===== src/rtl/rov_pkg.sv =====
// ----------------------------------------------------------------------------
// rov_pkg: route origin validator shared types
// Transaction structs, verdict codes and the prefix helpers used by the
// top level and by every table cell.
// ----------------------------------------------------------------------------
package rov_pkg;

    typedef enum logic [1:0] {
        VERDICT_UNKNOWN = 2'd0,
        VERDICT_ACCEPT  = 2'd1,
        VERDICT_REJECT  = 2'd2,
        VERDICT_FAIL    = 2'd3
    } t_verdict;

    typedef enum logic {
        OP_LOAD     = 1'b0,
        OP_VALIDATE = 1'b1
    } t_op;

    // table depth; index and count widths below are sized for it
    localparam int          TABLE_ENTRIES = 64;
    localparam int unsigned IDX_W     = 6;
    localparam int unsigned LEN_W     = 8;
    localparam int unsigned ASN_W     = 32;
    localparam int unsigned COUNT_W   = 7;
    localparam int unsigned ADDR_W    = 128;
    localparam logic [LEN_W-1:0] MAX_LEN_V4 = 8'd32;
    localparam logic [LEN_W-1:0] MAX_LEN_V6 = 8'd128;

    // input transaction
    typedef struct packed {
        t_op                op;
        logic [IDX_W-1:0]   entry_index;
        logic               is_ipv6;
        logic [63:0]        addr_high;
        logic [63:0]        addr_low;
        logic [LEN_W-1:0]   prefix_length;
        logic [ASN_W-1:0]   as_number;
        logic               has_as_path;
    } t_in;

    // result transaction
    typedef struct packed {
        t_verdict           verdict;
        logic [IDX_W-1:0]   decided_index;
    } t_out;

    // table write, broadcast to all cells
    typedef struct packed {
        logic               en;
        logic [IDX_W-1:0]   idx;
        logic               fam;
        logic [ADDR_W-1:0]  addr;
        logic [LEN_W-1:0]   len;
        logic [ASN_W-1:0]   asn;
    } t_load;

    // prefix under validation, held steady during a walk
    typedef struct packed {
        logic               fam;
        logic [ADDR_W-1:0]  addr;
        logic [LEN_W-1:0]   plen;
        logic [ASN_W-1:0]   asn;
    } t_query;

    // token handed from cell to cell
    typedef struct packed {
        logic               valid;
        logic               decided;
        t_verdict           verdict;
        logic [IDX_W-1:0]   idx;
    } t_token;

    function automatic logic [LEN_W-1:0] clamp_len(input logic [LEN_W-1:0] len,
                                                   input logic fam);
        logic [LEN_W-1:0] max_len;
        max_len = fam ? MAX_LEN_V6 : MAX_LEN_V4;
        return (len > max_len) ? max_len : len;
    endfunction

    // ones in the top m bits of the 128-bit address
    function automatic logic [ADDR_W-1:0] prefix_mask(input logic [LEN_W-1:0] m);
        return ~({ADDR_W{1'b1}} >> m);
    endfunction

endpackage


===== src/rtl/rov_cell.sv =====
// ----------------------------------------------------------------------------
// rov_cell: one table entry of the validator chain
// Holds one authorization, checks the passing token against it and hands
// the token to the next cell in the following cycle.
// ----------------------------------------------------------------------------
module rov_cell
    import rov_pkg::*;
#(
    parameter int CELL_IDX = 0
) (
    input  logic                i_clk,
    input  logic                i_rst_n,
    input  t_load               i_load,
    input  t_query              i_query,
    input  logic [COUNT_W-1:0]  i_count,
    input  t_token              i_tok,
    output t_token              o_tok
);

    logic               r_fam;
    logic [ADDR_W-1:0]  r_addr;
    logic [LEN_W-1:0]   r_len;
    logic [ASN_W-1:0]   r_asn;
    t_token             r_tok;
    t_token             n_tok;

    logic               w_in_use;
    logic [LEN_W-1:0]   w_min_len;
    logic               w_match;

    // entry storage; length is clamped on the way in
    always_ff @(posedge i_clk) begin
        if (i_load.en && (32'(i_load.idx) == 32'(CELL_IDX))) begin
            r_fam  <= i_load.fam;
            r_addr <= i_load.addr;
            r_len  <= clamp_len(i_load.len, i_load.fam);
            r_asn  <= i_load.asn;
        end
    end

    assign w_in_use  = 32'(i_count) > 32'(CELL_IDX);
    assign w_min_len = (i_query.plen < r_len) ? i_query.plen : r_len;
    assign w_match   = ((i_query.addr ^ r_addr) & prefix_mask(w_min_len)) == '0;

    always_comb begin
        n_tok = i_tok;
        if (i_tok.valid && !i_tok.decided && w_in_use &&
            (r_fam == i_query.fam) && w_match) begin
            if (i_query.plen > r_len) begin
                n_tok.decided = 1'b1;
                n_tok.verdict = VERDICT_REJECT;
                n_tok.idx     = IDX_W'(CELL_IDX);
            end else if (i_query.plen == r_len) begin
                n_tok.decided = 1'b1;
                n_tok.verdict = (i_query.asn == r_asn) ? VERDICT_ACCEPT : VERDICT_REJECT;
                n_tok.idx     = IDX_W'(CELL_IDX);
            end
        end
    end

    always_ff @(posedge i_clk) begin
        if (!i_rst_n) begin
            r_tok <= '0;
        end else begin
            r_tok <= n_tok;
        end
    end

    assign o_tok = r_tok;

endmodule


===== config.mk =====
export PLATFORM = sky130hd
export DESIGN_NAME = rov_cell
export DESIGN_NICKNAME = d
export VERILOG_FILES = /design/src/rtl/rov_pkg.sv /design/src/rtl/rov_cell.sv
export SDC_FILE = /design/constraint.sdc
export NUM_CORES = 1
export LEC_CHECK = 0
export BUFFER_PORTS_ARGS = -buffer_cell sky130_fd_sc_hd__buf_2
export CORE_ASPECT_RATIO = 1.2
export CORE_MARGIN = 2
export CORE_UTILIZATION = 45
export CTS_CLUSTER_DIAMETER = 100
export DETAILED_ROUTE_END_ITERATION = 12
export PLACE_DENSITY = 0.73
export SKIP_CTS_REPAIR_TIMING = 1
export SLEW_MARGIN = 25
export SYNTH_ARGS = -nofsm -noshare
export SYNTH_HDL_FRONTEND = slang
export SYNTH_SLANG_ARGS = --single-unit

===== constraint.sdc =====
create_clock -name i_clk -period 25.1 [get_ports i_clk]
set_input_delay 2.51 -clock i_clk [delete_from_list [all_inputs] [get_ports i_clk]]
set_output_delay 2.51 -clock i_clk [all_outputs]
set_load 0.1 [all_outputs]

==> impl_metrics.py, run 1 <==
metrics = {
    "clocking": {
        "cts_tree": "yes",
        "clock_path_buffers": 2,
        "root_buffer": "clkbuf_16",
        "cts.clk_slew.worst_paths_ns": 0.07,
        "cts_max_level": 4,
        "clkSinkCount": 179,
        "clk_latency_ns": 0.46,
        "cts_buffers": 17,
    },
    "layout": {
        "post-route-util_pct": 57.26,
        "syn2layout_area_growth_pct": 25.65,
        "nets": 1775,
        "drive_gt1_share_pct": 31.54,
    },
    "setup_path": {
        "crit_type": "input port to flop",
        "crit_slowest_cell": "or4_1",
        "path_cells": "buf_2 -> ha_1 -> and3_4 -> a221oi_4 -> buf_4 -> nand2_4 -> or4_1 -> o311ai_0 -> nand3_1 -> or4_1 -> a221oi_2 -> a31oi_1 -> and2_1",
        "cp_num_buf_inv": 2,
        "cp.required_ns": 25.45,
        "crit_family": "simple AND/OR/NAND/NOR gates",
        "critPathMaxStageDelay_ns": 0.70,
        "end_kind": "flop",
        "worstPathMaxFanout": 81,
        "worstPathArrival_ns": 7.54,
        "crit_path_start_kind": "input port",
        "cp_common_cell": "or4_1",
    },
    "synthesis": {
        "yosysTopAreaCellShare_pct": 46.77,
        "synth_cell_types": 78,
        "yosysMostFrequentCell": "edfxtp_1",
        "synth-xor-area-share_pct": 13.08,
        "synth-simple-area-share_pct": 15.35,
        "yosysTopAreaCell": "edfxtp_1",
        "seq_area_frac_synth_pct": 48.61,
        "ys_warn_count": 0,
        "async_reset_ff_share_pct": 0,
        "synthAdderAreaFrac_pct": 1.153,
        "synth_top_family_by_area": "compound AO/OA/AOI/OAI gates",
        "synth_fp_nets": 1426,
        "ys.flop_type": "edfxtp_1",
        "netlist_instances": 1052,
        "synth.avg_cell_area_um2": 10.32,
        "synth_compound_area_share_pct": 17.79,
        "synth-seq-cells": 179,
        "synth_area_leaders": "edfxtp_1, xor2_1, xnor2_1",
        "synth_mux_area_share_pct": 1.049,
        "synth_common_cells": "edfxtp_1, xor2_1, nor2_1",
        "synth-edff-count": 169,
        "syn_area_mm2": 0.01085,
    },
    "route": {
        "drc_errors": 0,
        "antenna_left": 0,
        "wl_per_cell_um": 27.42,
        "vias_per_cell": 6.180,
        "drt-initial-drc-count": 1340,
        "vias": 10730,
        "routed_wl_um": 47600,
        "firstDrtPassIters": 7,
    },
    "die": {
        "die_y_um": 174.1,
        "initial_core_util_pct": 45.57,
        "core-area_mm2": 0.02382,
        "die_w_um": 145.8,
        "rows": 62,
        "num_io_pins": 374,
        "die-area_mm2": 0.02538,
    },
    "global_routing": {
        "grt_use_total_pct": 36.59,
        "met3_usage_pct": 9.370,
        "overflow": 0,
        "busiest_layer": "met2",
        "grt_pass1_wl_um": 68120,
        "grt_use_met1_pct": 42.75,
        "grt_max_degree": 164,
        "grtUsageMet2_pct": 60.32,
        "antenna_found_initial": 2,
        "grt_pass1_vias": 10870,
    },
    "power_and_ir_drop": {
        "vdd_drop_max_uv": 41.81,
        "cellLeakagePower_uw": 0.005260,
        "fin_total_pwr_uw": 729.5,
        "powerDensity_mw_per_mm2": 53.50,
    },
    "place": {
        "dpl.hpwl_um": 35950,
        "io_buffers": 373,
        "finalWeightedCongestion": 0.9804,
    },
    "run_status": {
        "status": "finished, final reports clean",
    },
    "sta": {
        "tns_ns": 0,
        "period_minus_slack_ns": 7.193,
        "maxSlewHeadroom_pct": 33.10,
        "setup_viol": 0,
        "grt_setup_unrepaired": "false",
        "post-route-period-util_pct": 28.66,
        "worst_slew_pin_slew_ns": 1.003,
        "hold_viol_final": 0,
        "fin_skew_ns": 0.008671,
        "maxSlewViolCount": 0,
        "fmax_mhz": 139.0,
    },
    "flow_run": {
        "maxCapViolations": 0,
    },
    "hold_path": {
        "hp-class": "flop to flop",
    },
}
-- area by class of cell --
class | instances | area [um2]
clock buffer | 17 | 425.4
timing repair buffer | 388 | 1992
fill | 2111 | 10180
tap | 320 | 400.4
sequential | 179 | 5275
inverter | 18 | 67.56
multi-input combinational | 797 | 5280
antenna | 2 | 5.005
clock inverter | 15 | 190.2
-- tightest hold or removal path, cell delays in order (launching register included) --
cell	delay, ns
edfxtp_1	0.34
xnor2_1	0.07
nand4_1	0.08
nor2_1	0.06
nand4_1	0.09
o2bb2ai_1	0.06
-- placed cells by master, fill, tap and decap left out, types with 14 or more instances in the layout --
| cell | count |
|---|---|
| a211oi_1 | 19 |
| a21oi_1 | 68 |
| a31oi_1 | 20 |
| and2_1 | 16 |
| buf_2 | 373 |
| buf_4 | 14 |
| clkbuf_16 | 17 |
| edfxtp_1 | 169 |
| inv_1 | 16 |
| nand2_1 | 72 |
| nand3_1 | 37 |
| nand4_1 | 14 |
| nor2_1 | 75 |
| nor3_1 | 39 |
| nor4_1 | 18 |
| o211ai_1 | 17 |
| o21ai_0 | 59 |
| xnor2_1 | 70 |
| xor2_1 | 92 |
-- routing by layer --
layer / share of wire [%] / vias to the layer above
met5: 0.029 / -
met4: 7.1 / 2
met3: 9.9 / 219
met2: 47 / 787
met1: 36 / 5006
li1: - / 4715
-- registers in the layout (all words and copies together) (netlist names) --
register	cells
r_asn	32
r_fam	1
r_len	8
o_tok	10
r_addr	128
-- final timing paths --
kind | cells past startpoint | slack, ns | end | startpoint
max | 13 | 17.91 | o_tok[4]$_SDFF_PN0_ | i_query[39]
min | 5 | 0.75 | o_tok[6]$_SDFF_PN0_ | r_asn[29]$_DFFE_PP_
max reg2reg | 14 | 19.35 | o_tok[4]$_SDFF_PN0_ | r_len[5]$_DFFE_PP_
min reg2reg | 5 | 0.75 | o_tok[6]$_SDFF_PN0_ | r_asn[29]$_DFFE_PP_
-- through the flow --
step | worst slack, ns | std cells | instance area, um2 | hold WS, ns
after floorplan | 4.904 | 1052 | 10850 | 0.6642
after global placement | 17.73 | 1702 | 13010 | 0.7050
after detailed placement | 17.63 | 1702 | 13010 | 0.7369
after CTS | 18.10 | 1734 | 13630 | 0.7575
after global routing | 17.78 | 1735 | 13630 | 0.8128
final | 17.91 | 1736 | 13640 | 0.7488
-- cell families after synthesis --
family                   Yosys count
AND/OR/NAND/NOR                  328
AO/OA/AOI/OAI                    286
flip-flops                       179
XOR/XNOR                         162
buffers and inverters             76
multiplexers                      11
adder cells (fa/ha/maj)           10
-- report_power, final --
| part | switching (uW) | internal, uW | total [uW] | leakage (uW) |
|---|---|---|---|---|
| sequential | 1.15 | 329 | 330 | 0.00160 |
| combinational | 69.4 | 46.1 | 115 | 0.00337 |
| clock | 132 | 152 | 284 | 0.000298 |
(Power assumes the default switching activity.)
==> run 2: changes to the inputs <==
==> constraint.sdc (replaced) <==
create_clock -name i_clk -period 7.5 [get_ports i_clk]
set_input_delay 0.75 -clock i_clk [delete_from_list [all_inputs] [get_ports i_clk]]
set_output_delay 0.75 -clock i_clk [all_outputs]
set_load 0.1 [all_outputs]
==> run 2 against run 1 <==
Compared with the run above:
- worst setup slack worse by 16 ns
- worst hold slack worse by 0.28 ns
- power grew to 3.5 times the previous value
- largest power group unchanged
- highest routed layer is now met4
==> impl_metrics.py, run 2 (synthesis gave the netlist of run 1 again) <==
metrics = {
    "die": {
        "die_w_um": 145.8,
        "core-area_mm2": 0.02382,
        "initial_core_util_pct": 45.57,
        "num_io_pins": 374,
        "die-area_mm2": 0.02538,
        "die_y_um": 174.1,
        "rows": 62,
    },
    "hold_path": {
        "whs_endpoint": "r_addr[38]$_DFFE_PP_",
        "whs_path_depth": 1,
        "hp-class": "input port to flop",
        "min_from": "i_load[78]",
    },
    "route": {
        "firstDrtPassIters": 8,
        "routed_wl_um": 46310,
        "vias_per_cell": 6.121,
        "drt-initial-drc-count": 1255,
        "drc_errors": 0,
        "antenna_left": 0,
        "vias": 10690,
        "wl_per_cell_um": 26.53,
    },
    "layout": {
        "multi_input_area_mm2": 0.005288,
        "layout_common_cells": "buf_2, edfxtp_1, xor2_1, nor2_1, nand2_1",
        "n_fill_cell": 2125,
        "regMostFlops": "r_addr",
        "ff_latch_area_mm2": 0.005275,
        "largest_reg_flops": 128,
        "drive_gt1_share_pct": 32.02,
        "final_common_cell": "buf_2",
        "nets": 1785,
        "post-route-util_pct": 57.78,
        "syn2layout_area_growth_pct": 26.80,
    },
    "sta": {
        "fmax_mhz": 171.3,
        "maxSlewHeadroom_pct": 27.13,
        "period_minus_slack_ns": 5.837,
        "grt_setup_unrepaired": "false",
        "fin_skew_ns": 0.008007,
        "hold_viol_final": 0,
        "setup_viol": 0,
        "worst_slew_pin_slew_ns": 1.082,
        "maxSlewViolCount": 0,
        "setup_ws_ns": 1.663,
        "post-route-period-util_pct": 77.83,
        "tns_ns": 0,
    },
    "setup_path": {
        "worstPathArrival_ns": 6.18,
        "cp.required_ns": 7.84,
        "regToRegStartpoint": "r_len[7]$_DFFE_PP_",
        "crit_type": "flop to flop",
        "cp_num_buf_inv": 2,
        "critPathMaxStageDelay_ns": 0.95,
        "ff2ff_setup_slack_ns": 1.66,
        "r2r_end": "o_tok[1]$_SDFF_PN0_",
        "reg2regPathDepth": 14,
        "worstPathMaxFanout": 30,
        "crit_slowest_cell": "edfxtp_1",
        "end_kind": "flop",
        "path_cells": "inv_2 -> ha_1 -> and3_4 -> nand2_1 -> a21oi_4 -> nor2_4 -> buf_4 -> a211oi_1 -> o32ai_1 -> a2111oi_0 -> nand3_1 -> a221oi_2 -> a31oi_1 -> and2_1",
        "crit_path_start_kind": "flop",
        "crit_family": "compound AO/OA/AOI/OAI gates",
    },
    "place": {
        "finalWeightedCongestion": 0.9959,
        "dpl.hpwl_um": 35650,
        "post-place-ws_ns": 1.853,
        "io_buffers": 373,
    },
    "clocking": {
        "cts_tree": "yes",
        "clkSinkCount": 179,
        "cts_max_level": 4,
        "root_buffer": "clkbuf_16",
        "clock_path_buffers": 2,
        "cts_buffers": 17,
        "cts.clk_slew.worst_paths_ns": 0.07,
        "clk_latency_ns": 0.45,
    },
    "global_routing": {
        "grt_pass1_wl_um": 67210,
        "antenna_found_initial": 3,
        "grt_max_degree": 78,
        "grt_use_total_pct": 35.79,
        "overflow": 0,
        "grt_pass1_vias": 10830,
    },
    "power_and_ir_drop": {
        "vdd_drop_max_uv": 162.6,
        "cellLeakagePower_uw": 0.005336,
        "powerDensity_mw_per_mm2": 183.5,
    },
    "flow_run": {
        "maxCapViolations": 0,
    },
    "run_status": {
        "status": "finished, final reports clean",
    },
}
## run 2: per-stage QoR
step                      cell area (um2)  hold WS [ns]  total power (uW)  instances
after floorplan                     10870        0.6642              1319       1052
after global placement              13090        0.7062              1506       1712
after detailed placement            13090        0.7149              1506       1712
after CTS                           13750        0.4634              2523       1744
after global routing                13760        0.4659              2582       1745
final                               13760        0.4730              2524       1746
## run 2: power breakdown
part | leakage (uW) | internal, uW | switching (uW) | total [uW]
logic | 0.00342 | 158 | 232 | 390
clock network | 0.000323 | 604 | 425 | 1030
registers | 0.00160 | 1100 | 4.05 | 1110
## run 2: how the worst max path moves through the flow
stage / to / from / cells past startpoint
6_report: o_tok[1]$_SDFF_PN0_ / r_len[7]$_DFFE_PP_ / 14
5_1_grt: o_tok[0]$_SDFF_PN0_ / r_len[7]$_DFFE_PP_ / 14
4_1_cts: o_tok[1]$_SDFF_PN0_ / r_len[7]$_DFFE_PP_ / 14
3_5_place_dp: o_tok[4]$_SDFF_PN0_ / i_query[39] / 14
3_3_place_gp: o_tok[2]$_SDFF_PN0_ / i_query[39] / 14
2_1_floorplan: r_addr[0]$_DFFE_PP_ / i_load[171] / 2
## run 2: worst reg2reg max path: stages (launching register included)
cell       delay [ns]
edfxtp_1         0.95
inv_2            0.31
ha_1             0.46
and3_4           0.24
nand2_1          0.15
a21oi_4          0.74
nor2_4           0.27
buf_4            0.34
a211oi_1         0.24
o32ai_1          0.13
a2111oi_0        0.56
nand3_1          0.28
a221oi_2         0.53
a31oi_1          0.30
and2_1           0.24
## run 2: area by class of cell
class / instances / share of cell area, %
sequential: 179 / 38.34
clock buffer: 18 / 3.119
multi-input combinational: 797 / 38.43
tap: 320 / 2.910
clock inverter: 14 / 1.746
inverter: 18 / 0.4910
timing repair buffer: 398 / 14.93
antenna: 2 / 0.03637
## run 2: routing by layer
| layer | vias up | part of all wire, % | track usage, % | wire length (um) |
|---|---|---|---|---|
| met5 | - | 0 | 0 | 0 |
| met2 | 803 | 47 | 58.49 | 21880 |
| met1 | 4992 | 36 | 42.59 | 16490 |
| met4 | 0 | 6.2 | 21.04 | 2875 |
| met3 | 172 | 11 | 9.344 | 5067 |
| li1 | 4721 | - | - | - |
